===== config.mk =====
export PLATFORM = sky130hd
export DESIGN_NAME = gf64_field_alu_unit_flat
export DESIGN_NICKNAME = d
export VERILOG_FILES = /design/src/gfalu_pkg.sv /design/src/gfalu_if.sv /design/src/gfalu_mul_serial.sv /design/src/gf64_field_alu_unit.sv /design/src/flat_wrapper.sv
export SDC_FILE = /design/constraint.sdc
export NUM_CORES = 2
export LEC_CHECK = 0
export BUFFER_PORTS_ARGS = -buffer_cell sky130_fd_sc_hd__buf_2
export CAP_MARGIN = 0
export CORE_UTILIZATION = 49
export DETAILED_ROUTE_END_ITERATION = 6
export GPL_TIMING_DRIVEN = 1
export PLACE_DENSITY = 0.71
export SLEW_MARGIN = 25
export SYNTH_ARGS = -nofsm -noshare
export SYNTH_HDL_FRONTEND = slang
export SYNTH_SLANG_ARGS = --single-unit

===== constraint.sdc =====
create_clock -name clk_i -period 33 [get_ports clk_i]
set_clock_uncertainty 0.1 [all_clocks]
set_input_delay 6.6 -clock clk_i [delete_from_list [all_inputs] [get_ports clk_i]]
set_output_delay 6.6 -clock clk_i [all_outputs]
set_load 0.02 [all_outputs]

===== src/gfalu_pkg.sv =====
`timescale 1ns / 1ps

package gfalu_pkg;

  // Field element width, fixed by the modulus x^64 + x^4 + x^3 + x + 1
  localparam int unsigned FIELD_W = 64;

  // Multiplier digit width: multiplier bits consumed per cycle (divides FIELD_W)
  localparam int unsigned DIGIT_W = 8;

  // Exponent-bit steps of one power or inverse
  localparam int unsigned POW_STEPS = 64;

  // Opcode width and codes
  localparam int unsigned OPCODE_W = 3;
  localparam logic [OPCODE_W-1:0] OP_ADD  = 3'd0;
  localparam logic [OPCODE_W-1:0] OP_MUL  = 3'd1;
  localparam logic [OPCODE_W-1:0] OP_SQR  = 3'd2;
  localparam logic [OPCODE_W-1:0] OP_BFLY = 3'd3;
  localparam logic [OPCODE_W-1:0] OP_POW  = 3'd4;
  localparam logic [OPCODE_W-1:0] OP_INV  = 3'd5;

  // Inverse is a^(2^64 - 2)
  localparam logic [FIELD_W-1:0] INV_EXP = 64'hFFFF_FFFF_FFFF_FFFE;
  localparam logic [FIELD_W-1:0] FIELD_ONE = 64'd1;

  // Sequencer states
  typedef enum logic [1:0] {
    ST_IDLE,
    ST_MUL,
    ST_POW,
    ST_FINISH
  } gfalu_state_e;

  // Start request to one serial multiplier
  typedef struct packed {
    logic               start;
    logic [FIELD_W-1:0] x;
    logic [FIELD_W-1:0] y;
  } mul_req_t;

endpackage


===== src/gfalu_if.sv =====
`timescale 1ns / 1ps

// Request channel: one operation per transfer
interface gfalu_in_if;
  logic                                  valid;
  logic                                  ready;
  logic [gfalu_pkg::OPCODE_W-1:0]        opcode;
  logic [gfalu_pkg::FIELD_W-1:0]         operand_a;
  logic [gfalu_pkg::FIELD_W-1:0]         operand_b;
  logic [gfalu_pkg::FIELD_W-1:0]         operand_c;

  modport source (output valid, opcode, operand_a, operand_b, operand_c, input ready);
  modport sink   (input valid, opcode, operand_a, operand_b, operand_c, output ready);
endinterface

// Response channel: one result per transfer
interface gfalu_out_if;
  logic                                  valid;
  logic                                  ready;
  logic [gfalu_pkg::FIELD_W-1:0]         first_value;
  logic [gfalu_pkg::FIELD_W-1:0]         second_value;
  logic                                  zero_inverse;

  modport source (output valid, first_value, second_value, zero_inverse, input ready);
  modport sink   (input valid, first_value, second_value, zero_inverse, output ready);
endinterface


===== src/gfalu_mul_serial.sv =====
`timescale 1ns / 1ps

// Digit-serial GF(2^64) multiplier, multiplier operand MSB digit first.
// Each cycle: acc = acc * x^D + x * digit, reduced mod x^64 + x^4 + x^3 + x + 1.
module gfalu_mul_serial #(
  parameter int unsigned DigitW = gfalu_pkg::DIGIT_W
) (
  input  logic                          clk_i,
  input  logic                          rst_ni,
  input  gfalu_pkg::mul_req_t           req_i,
  output logic                          done_o,
  output logic [gfalu_pkg::FIELD_W-1:0] product_o
);

  localparam int unsigned FW      = gfalu_pkg::FIELD_W;
  localparam int unsigned NDigits = FW / DigitW;
  localparam int unsigned CntW    = (NDigits > 1) ? $clog2(NDigits) : 1;
  localparam logic [CntW-1:0] CntLast = CntW'(NDigits - 1);

  logic [FW-1:0]        x_q;
  logic [FW-1:0]        y_q;
  logic [FW-1:0]        acc_q, acc_d;
  logic [CntW-1:0]      cnt_q;
  logic                 busy_q;
  logic                 done_q;

  logic [DigitW-1:0]    digit;
  logic [FW+DigitW-1:0] wide;
  logic [FW-1:0]        spill;

  // Shift accumulator by one digit, add digit partial products, fold overflow
  always_comb begin
    digit = y_q[FW-1 -: DigitW];
    wide  = {acc_q, {DigitW{1'b0}}};
    for (int i = 0; i < int'(DigitW); i++) begin
      if (digit[i]) begin
        wide = wide ^ ({{DigitW{1'b0}}, x_q} << i);
      end
    end
    spill = {{(FW-DigitW){1'b0}}, wide[FW+DigitW-1:FW]};
    // x^64 = x^4 + x^3 + x + 1; spill degree stays below 60, one fold suffices
    acc_d = wide[FW-1:0] ^ spill ^ (spill << 1) ^ (spill << 3) ^ (spill << 4);
  end

  // Sequence the digit count
  always_ff @(posedge clk_i or negedge rst_ni) begin
    if (!rst_ni) begin
      cnt_q  <= '0;
      busy_q <= 1'b0;
      done_q <= 1'b0;
    end else if (req_i.start) begin
      cnt_q  <= '0;
      busy_q <= 1'b1;
      done_q <= 1'b0;
    end else if (busy_q) begin
      cnt_q <= cnt_q + 1'b1;
      if (cnt_q == CntLast) begin
        busy_q <= 1'b0;
        done_q <= 1'b1;
      end
    end else begin
      done_q <= 1'b0;
    end
  end

  // Load operands and advance the datapath
  always_ff @(posedge clk_i) begin
    if (req_i.start) begin
      x_q   <= req_i.x;
      y_q   <= req_i.y;
      acc_q <= '0;
    end else if (busy_q) begin
      acc_q <= acc_d;
      y_q   <= y_q << DigitW;
    end
  end

  assign done_o    = done_q;
  assign product_o = acc_q;

endmodule


===== src/gf64_field_alu_unit.sv =====
`timescale 1ns / 1ps

// GF(2^64) arithmetic unit, modulus x^64 + x^4 + x^3 + x + 1.
// req_i carries opcode and operands a, b, c; rsp_o returns first_value,
// second_value and zero_inverse, one response per request, in order.
// Both channels transfer when valid and ready are high at a clock edge.
// One operation is in flight at a time; req_i.ready is high while idle.
// Products come from two digit-serial multipliers taking DigitW multiplier
// bits per cycle.
// Add, inverse of zero and unused opcodes finish without a product;
// multiply, square and butterfly take one product; power and inverse
// take one step per exponent bit, 64 steps, each squaring and
// multiplying on both multipliers at once.
// The response sits in an output register; a new request is taken while it
// waits, and a finished result waits in the sequencer until rsp_o drains.
// Reset (rst_ni low, asynchronous) empties the unit and drops any result.
module gf64_field_alu_unit #(
  parameter int unsigned DigitW = gfalu_pkg::DIGIT_W
) (
  input  logic              clk_i,
  input  logic              rst_ni,
  gfalu_in_if.sink          req_i,
  gfalu_out_if.source       rsp_o
);

  localparam int unsigned FW   = gfalu_pkg::FIELD_W;
  localparam int unsigned StpW = $clog2(gfalu_pkg::POW_STEPS);
  localparam logic [StpW-1:0] StepLast = StpW'(gfalu_pkg::POW_STEPS - 1);

  gfalu_pkg::gfalu_state_e state_q, state_d;

  logic [gfalu_pkg::OPCODE_W-1:0] op_q;
  logic [FW-1:0] a_q, b_q, acc_q;
  logic [StpW-1:0] step_q;
  logic [FW-1:0] res_first_q, res_second_q;
  logic          res_zinv_q;
  logic [FW-1:0] out_first_q, out_second_q;
  logic          out_zinv_q;
  logic          out_valid_q;

  gfalu_pkg::mul_req_t mreq0, mreq1;
  logic          done0, done1;
  logic [FW-1:0] prod0, prod1;

  logic          accept;
  logic          a_zero;
  logic          pow_done;
  logic          pow_last;
  logic          out_load;
  logic [FW-1:0] acc_nxt, base_nxt;

  gfalu_mul_serial #(.DigitW(DigitW)) u_mul0 (
    .clk_i     (clk_i),
    .rst_ni    (rst_ni),
    .req_i     (mreq0),
    .done_o    (done0),
    .product_o (prod0)
  );

  gfalu_mul_serial #(.DigitW(DigitW)) u_mul1 (
    .clk_i     (clk_i),
    .rst_ni    (rst_ni),
    .req_i     (mreq1),
    .done_o    (done1),
    .product_o (prod1)
  );

  assign accept   = req_i.valid && req_i.ready;
  assign a_zero   = (req_i.operand_a == '0);
  assign pow_done = (state_q == gfalu_pkg::ST_POW) && done0 && done1;
  assign pow_last = (step_q == StepLast);
  assign acc_nxt  = b_q[0] ? prod0 : acc_q;
  assign base_nxt = prod1;

  // Next state
  always_comb begin
    state_d = state_q;
    case (state_q)
      gfalu_pkg::ST_IDLE: begin
        if (accept) begin
          case (req_i.opcode)
            gfalu_pkg::OP_MUL, gfalu_pkg::OP_SQR, gfalu_pkg::OP_BFLY:
              state_d = gfalu_pkg::ST_MUL;
            gfalu_pkg::OP_POW: state_d = gfalu_pkg::ST_POW;
            gfalu_pkg::OP_INV:
              state_d = a_zero ? gfalu_pkg::ST_FINISH : gfalu_pkg::ST_POW;
            default: state_d = gfalu_pkg::ST_FINISH;
          endcase
        end
      end
      gfalu_pkg::ST_MUL: begin
        if (done0) state_d = gfalu_pkg::ST_FINISH;
      end
      gfalu_pkg::ST_POW: begin
        if (pow_done && pow_last) state_d = gfalu_pkg::ST_FINISH;
      end
      gfalu_pkg::ST_FINISH: begin
        if (out_load) state_d = gfalu_pkg::ST_IDLE;
      end
      default: state_d = gfalu_pkg::ST_IDLE;
    endcase
  end

  // Outputs: handshake and multiplier requests
  always_comb begin
    req_i.ready = (state_q == gfalu_pkg::ST_IDLE);
    out_load    = (state_q == gfalu_pkg::ST_FINISH) && (!out_valid_q || rsp_o.ready);
    mreq0       = '0;
    mreq1       = '0;
    case (state_q)
      gfalu_pkg::ST_IDLE: begin
        if (accept) begin
          case (req_i.opcode)
            gfalu_pkg::OP_MUL: begin
              mreq0 = '{start: 1'b1, x: req_i.operand_a, y: req_i.operand_b};
            end
            gfalu_pkg::OP_SQR: begin
              mreq0 = '{start: 1'b1, x: req_i.operand_a, y: req_i.operand_a};
            end
            gfalu_pkg::OP_BFLY: begin
              mreq0 = '{start: 1'b1, x: req_i.operand_c, y: req_i.operand_a};
            end
            gfalu_pkg::OP_POW, gfalu_pkg::OP_INV: begin
              if (req_i.opcode == gfalu_pkg::OP_POW || !a_zero) begin
                mreq0 = '{start: 1'b1, x: gfalu_pkg::FIELD_ONE, y: req_i.operand_a};
                mreq1 = '{start: 1'b1, x: req_i.operand_a, y: req_i.operand_a};
              end
            end
            default: begin
              mreq0 = '0;
            end
          endcase
        end
      end
      gfalu_pkg::ST_POW: begin
        // Restart both products for the next exponent bit
        if (pow_done && !pow_last) begin
          mreq0 = '{start: 1'b1, x: acc_nxt, y: base_nxt};
          mreq1 = '{start: 1'b1, x: base_nxt, y: base_nxt};
        end
      end
      default: begin
        mreq0 = '0;
      end
    endcase
  end

  // Hold state, step count and response valid
  always_ff @(posedge clk_i or negedge rst_ni) begin
    if (!rst_ni) begin
      state_q     <= gfalu_pkg::ST_IDLE;
      step_q      <= '0;
      out_valid_q <= 1'b0;
    end else begin
      state_q <= state_d;
      if (accept) begin
        step_q <= '0;
      end else if (pow_done) begin
        step_q <= step_q + 1'b1;
      end
      if (out_load) begin
        out_valid_q <= 1'b1;
      end else if (rsp_o.ready) begin
        out_valid_q <= 1'b0;
      end
    end
  end

  // Operand, accumulator and result datapath
  always_ff @(posedge clk_i) begin
    if (accept) begin
      op_q  <= req_i.opcode;
      a_q   <= req_i.operand_a;
      b_q   <= (req_i.opcode == gfalu_pkg::OP_INV) ? gfalu_pkg::INV_EXP : req_i.operand_b;
      acc_q <= gfalu_pkg::FIELD_ONE;
      res_first_q  <= (req_i.opcode == gfalu_pkg::OP_ADD) ?
                      (req_i.operand_a ^ req_i.operand_b) : '0;
      res_second_q <= '0;
      res_zinv_q   <= (req_i.opcode == gfalu_pkg::OP_INV) && a_zero;
    end else if (state_q == gfalu_pkg::ST_MUL && done0) begin
      // Butterfly: b' = b + c*a, a' = a + b'
      if (op_q == gfalu_pkg::OP_BFLY) begin
        res_second_q <= b_q ^ prod0;
        res_first_q  <= a_q ^ b_q ^ prod0;
      end else begin
        res_first_q  <= prod0;
      end
    end else if (pow_done) begin
      acc_q <= acc_nxt;
      a_q   <= base_nxt;
      b_q   <= b_q >> 1;
      if (pow_last) begin
        res_first_q <= acc_nxt;
      end
    end
    if (out_load) begin
      out_first_q  <= res_first_q;
      out_second_q <= res_second_q;
      out_zinv_q   <= res_zinv_q;
    end
  end

  assign rsp_o.valid        = out_valid_q;
  assign rsp_o.first_value  = out_first_q;
  assign rsp_o.second_value = out_second_q;
  assign rsp_o.zero_inverse = out_zinv_q;

endmodule


===== src/flat_wrapper.sv =====
// flat-port wrapper written by rule: the top's interface ports become plain ports
module gf64_field_alu_unit_flat 
#(
  parameter int unsigned DigitW = gfalu_pkg::DIGIT_W
)
  (clk_i, rst_ni, req_i_valid, req_i_opcode, req_i_operand_a, req_i_operand_b, req_i_operand_c, req_i_ready, rsp_o_valid, rsp_o_first_value, rsp_o_second_value, rsp_o_zero_inverse, rsp_o_ready);
  gfalu_in_if req_i_i ();
  gfalu_out_if rsp_o_i ();
  input  logic clk_i;
  input  logic rst_ni;
  input wire logic [$bits(req_i_i.valid)-1:0] req_i_valid;
  input wire logic [$bits(req_i_i.opcode)-1:0] req_i_opcode;
  input wire logic [$bits(req_i_i.operand_a)-1:0] req_i_operand_a;
  input wire logic [$bits(req_i_i.operand_b)-1:0] req_i_operand_b;
  input wire logic [$bits(req_i_i.operand_c)-1:0] req_i_operand_c;
  output wire logic [$bits(req_i_i.ready)-1:0] req_i_ready;
  output wire logic [$bits(rsp_o_i.valid)-1:0] rsp_o_valid;
  output wire logic [$bits(rsp_o_i.first_value)-1:0] rsp_o_first_value;
  output wire logic [$bits(rsp_o_i.second_value)-1:0] rsp_o_second_value;
  output wire logic [$bits(rsp_o_i.zero_inverse)-1:0] rsp_o_zero_inverse;
  input wire logic [$bits(rsp_o_i.ready)-1:0] rsp_o_ready;
  assign req_i_i.valid = req_i_valid;
  assign req_i_i.opcode = req_i_opcode;
  assign req_i_i.operand_a = req_i_operand_a;
  assign req_i_i.operand_b = req_i_operand_b;
  assign req_i_i.operand_c = req_i_operand_c;
  assign req_i_ready = req_i_i.ready;
  assign rsp_o_valid = rsp_o_i.valid;
  assign rsp_o_first_value = rsp_o_i.first_value;
  assign rsp_o_second_value = rsp_o_i.second_value;
  assign rsp_o_zero_inverse = rsp_o_i.zero_inverse;
  assign rsp_o_i.ready = rsp_o_ready;
  gf64_field_alu_unit #(.DigitW(DigitW)) u_core (.clk_i(clk_i), .rst_ni(rst_ni), .req_i(req_i_i), .rsp_o(rsp_o_i));
endmodule

==> metrics.yaml <==
intPower_mw: 4.04
totalWireLength_mm: 178
routedWlPerCell_um: 25.8
crit_buf_inv: 3
detailroute.via_count: 42100
crit_path_max_fanout: 68
period_share_pct: 34.2
cp_slowest_cell: "nor4_1"
synthCells: 5506
numCtsBuffers: 90
io_buffers: 329
setup.worst_path.class: "in2reg"
power_frac_comb_pct: 54.2
cts_hold_buffers: 0
period_minus_slack_ns: 11.29
grt-ovfl-total: 0
grt_max_degree: 123
drc: 0
hold_ws_ns: 0.317
cts_setup_buffers: 0
tightestPinTransition_ns: 1.12
required_ns: 33.25
hold_class: "reg2reg"
crit_start: "req_i_operand_a[44]"
routed-wl-met2_mm: 75.9
rows: 118
slew_violations: 0
synth_nets: 5714
p_leak_nw: 21.2
clk_latency_ns: 0.68
vias_per_cell: 6.10
fmax_ghz: 0.0886
wl_met1_mm: 67.5
p_per_area_nw_per_um2: 123
setup.worst_path.end_class: "flip-flop"
htreeDepth: 3
peakVddDrop_v: 0.0000606
die_area_um2: 106000
pin_count: 330
path_delay_family: "simple AND/OR/NAND/NOR gates"
start_util_pct: 49.5
slew-limit-headroom_pct: 25.1
drt.antenna.violating_nets: 0
drive_above_1_share_pct: 10.2
n_fill_cell: 9102
drt_pass1_iterations: 7
die_w_um: 325
synth_area_um2: 51300
hpwl_mm: 120
yosysUniqueCellTypes: 46
syn_to_final_growth_pct: 9.71
hp-start: "u_core.res_first_q[57]"
tns_ns: 0
placedCellCount: 6723
top_layer: "met5"
wl_met3_mm: 25.2
root_buffer: "clkbuf_16"
clock_sinks: 856
swShare_pct: 41.7
nNetsFinal: 5643
grt_pass1_vias: 38400
pwr-share-seq_pct: 30.4
cp_cell_sequence: "buf_2, nor4_1, nand4_1, nor4_1, a21oi_4, nor2_4, buf_4, nand2_4, or2_2, buf_4"
status: "finished, final reports clean"
clk_path_buf_depth: 3
cp-start-kind: "input port"
cp_data_arrival_time_ns: 11.54
clkPwrFrac_pct: 15.4
maxCapViolations: 0
hold_viol_final: 0
cts_tree: "done"
p_switching_mw: 2.90
clk_pin_slew_ns: 0.06
worstReg2RegStart: "u_core.state_q[0]"
core_um2: 104000
yosysSeqAreaShare_pct: 45.0
die_y_um: 325
ys_seq_elements: 856
rsz0062_at_grt: "no"
synth.avg_cell_area_um2: 9.31
ctsResizeCount: 0
grt_pass1_wl_mm: 258
synth_warnings: 0
grt_usage_pct: 32.6
drt_iter0_markers: 6181
globalplace.congestion: 0.968
instances_no_fill: 6900
cpPeakStageDelay_ns: 0.86
antenna_found_initial: 25
setup_viol: 0
-- through the flow --
stage / util [%] / power, mW / worst slack, ns / area [um2]
floorplan: - / 4.98 / 19.72 / 51300
CTS: 54.2 / 6.89 / 22.00 / 56200
finish: 54.3 / 6.94 / 21.71 / 56200
detailed placement: 51.3 / 5.82 / 21.36 / 53100
global placement: 51.2 / 5.73 / 21.24 / 53100
global route: 54.3 / 7.29 / 21.76 / 56200
-- layer usage --
layer / vias to the layer above / GRT usage [%]
li1: 18200 / -
met1: 20400 / 44.0
met2: 2952 / 47.6
met3: 487 / 10.0
met4: 28 / 14.8
met5: - / 0
-- cell families after synthesis --
logic type / Yosys count / synth area share, %
buffers and inverters: 552 / 4.13
AND/OR/NAND/NOR: 1866 / 14.0
XOR/XNOR: 1307 / 22.9
AO/OA/AOI/OAI: 728 / 10.1
adder cells (fa/ha/maj): 9 / 0.220
multiplexers: 188 / 3.68
flip-flops: 856 / 45.0
-- final cells by class --
type	count	area, um2	share of cell area [%]
Antenna cell	8	20.0	0.0356
Clock buffer	122	2630	4.68
Tap cell	1380	1730	3.07
Sequential cell	856	23100	41.0
Clock inverter	47	464	0.825
Inverter	8	40.0	0.0712
Timing Repair Buffer	381	2040	3.63
Multi-Input combinational cell	4098	26300	46.7
-- power groups by stage --
stage / clock, mW / sequential, mW / combinational [mW]
floorplan: 0 / 1.85 / 3.13
global placement: 0 / 2.10 / 3.64
detailed placement: 0 / 2.10 / 3.72
CTS: 1.07 / 2.08 / 3.74
global route: 1.11 / 2.12 / 4.06
finish: 1.07 / 2.11 / 3.76
-- cells in the final DEF, fill, tap and decap left out, types with 13 or more instances in the layout --
cell type,n
nand2_1,1362
xnor2_1,970
edfxtp_1,581
nor2_1,389
buf_2,329
xor2_1,317
dfxtp_1,256
mux2i_1,183
a21oi_1,149
a22oi_1,130
a211oi_1,122
clkbuf_16,98
o22ai_1,64
o221ai_1,63
o22a_1,62
nor3_1,58
a21o_1,58
a22o_1,56
buf_4,51
xnor3_1,18
clkinv_2,18
dfrtp_1,17
o21ai_0,16
clkbuf_1,15
nor4_1,13
-- worst reg2reg max path, stage by stage (launching register included) --
cell	delay, ns
dfrtp_1	0.41
inv_1	0.10
ha_1	0.33
nand2_4	0.36
inv_8	0.67
nand2_1	0.29
a21oi_4	0.21
nor2_4	0.04
buf_4	0.37
nand2_4	0.78
or2_2	0.72
buf_4	0.59
-- path summary, 6_finish.rpt --
path | end | slack, ns | cells after the start
min in group asynchronous | u_core.step_q[1] | 5.80 | 1
max | u_core.u_mul0.y_q[53] | 21.71 | 10
max in group asynchronous | u_core.u_mul1.busy_q | 26.62 | 1
min reg2reg | u_core.rsp_o.first_value[57] | 0.32 | 0
max reg2reg | u_core.u_mul0.y_q[53] | 27.64 | 11
min | u_core.rsp_o.first_value[57] | 0.32 | 0
-- Yosys cell counts (all sizes together) --
cell type,number,area share [%]
a211oi,122,1.8
a21boi,1,0.015
a21o,58,0.85
a21oi,151,1.5
a221o,1,0.020
a221oi,1,0.017
a22o,56,0.96
a22oi,130,1.9
and2,2,0.024
and3,3,0.037
buf,142,1.1
clkbuf,402,2.9
dfrtp,19,0.93
dfxtp,256,10
edfxtp,581,34
ha,9,0.22
inv,8,0.059
mux2,5,0.11
mux2i,183,3.6
nand2,1368,10
nand2b,3,0.037
nand3,6,0.059
nand3b,1,0.015
nand4,5,0.061
nor2,394,2.9
nor2b,6,0.073
nor3,58,0.57
nor4,15,0.18
nor4b,1,0.017
o21ai,19,0.19
o221ai,63,1.1
o22a,62,1.1
o22ai,64,0.78
or2,2,0.024
or3,1,0.012
or4,1,0.015
xnor2,970,17
xnor3,20,0.88
xor2,317,5.4
Power figures use the tool's default switching activity.
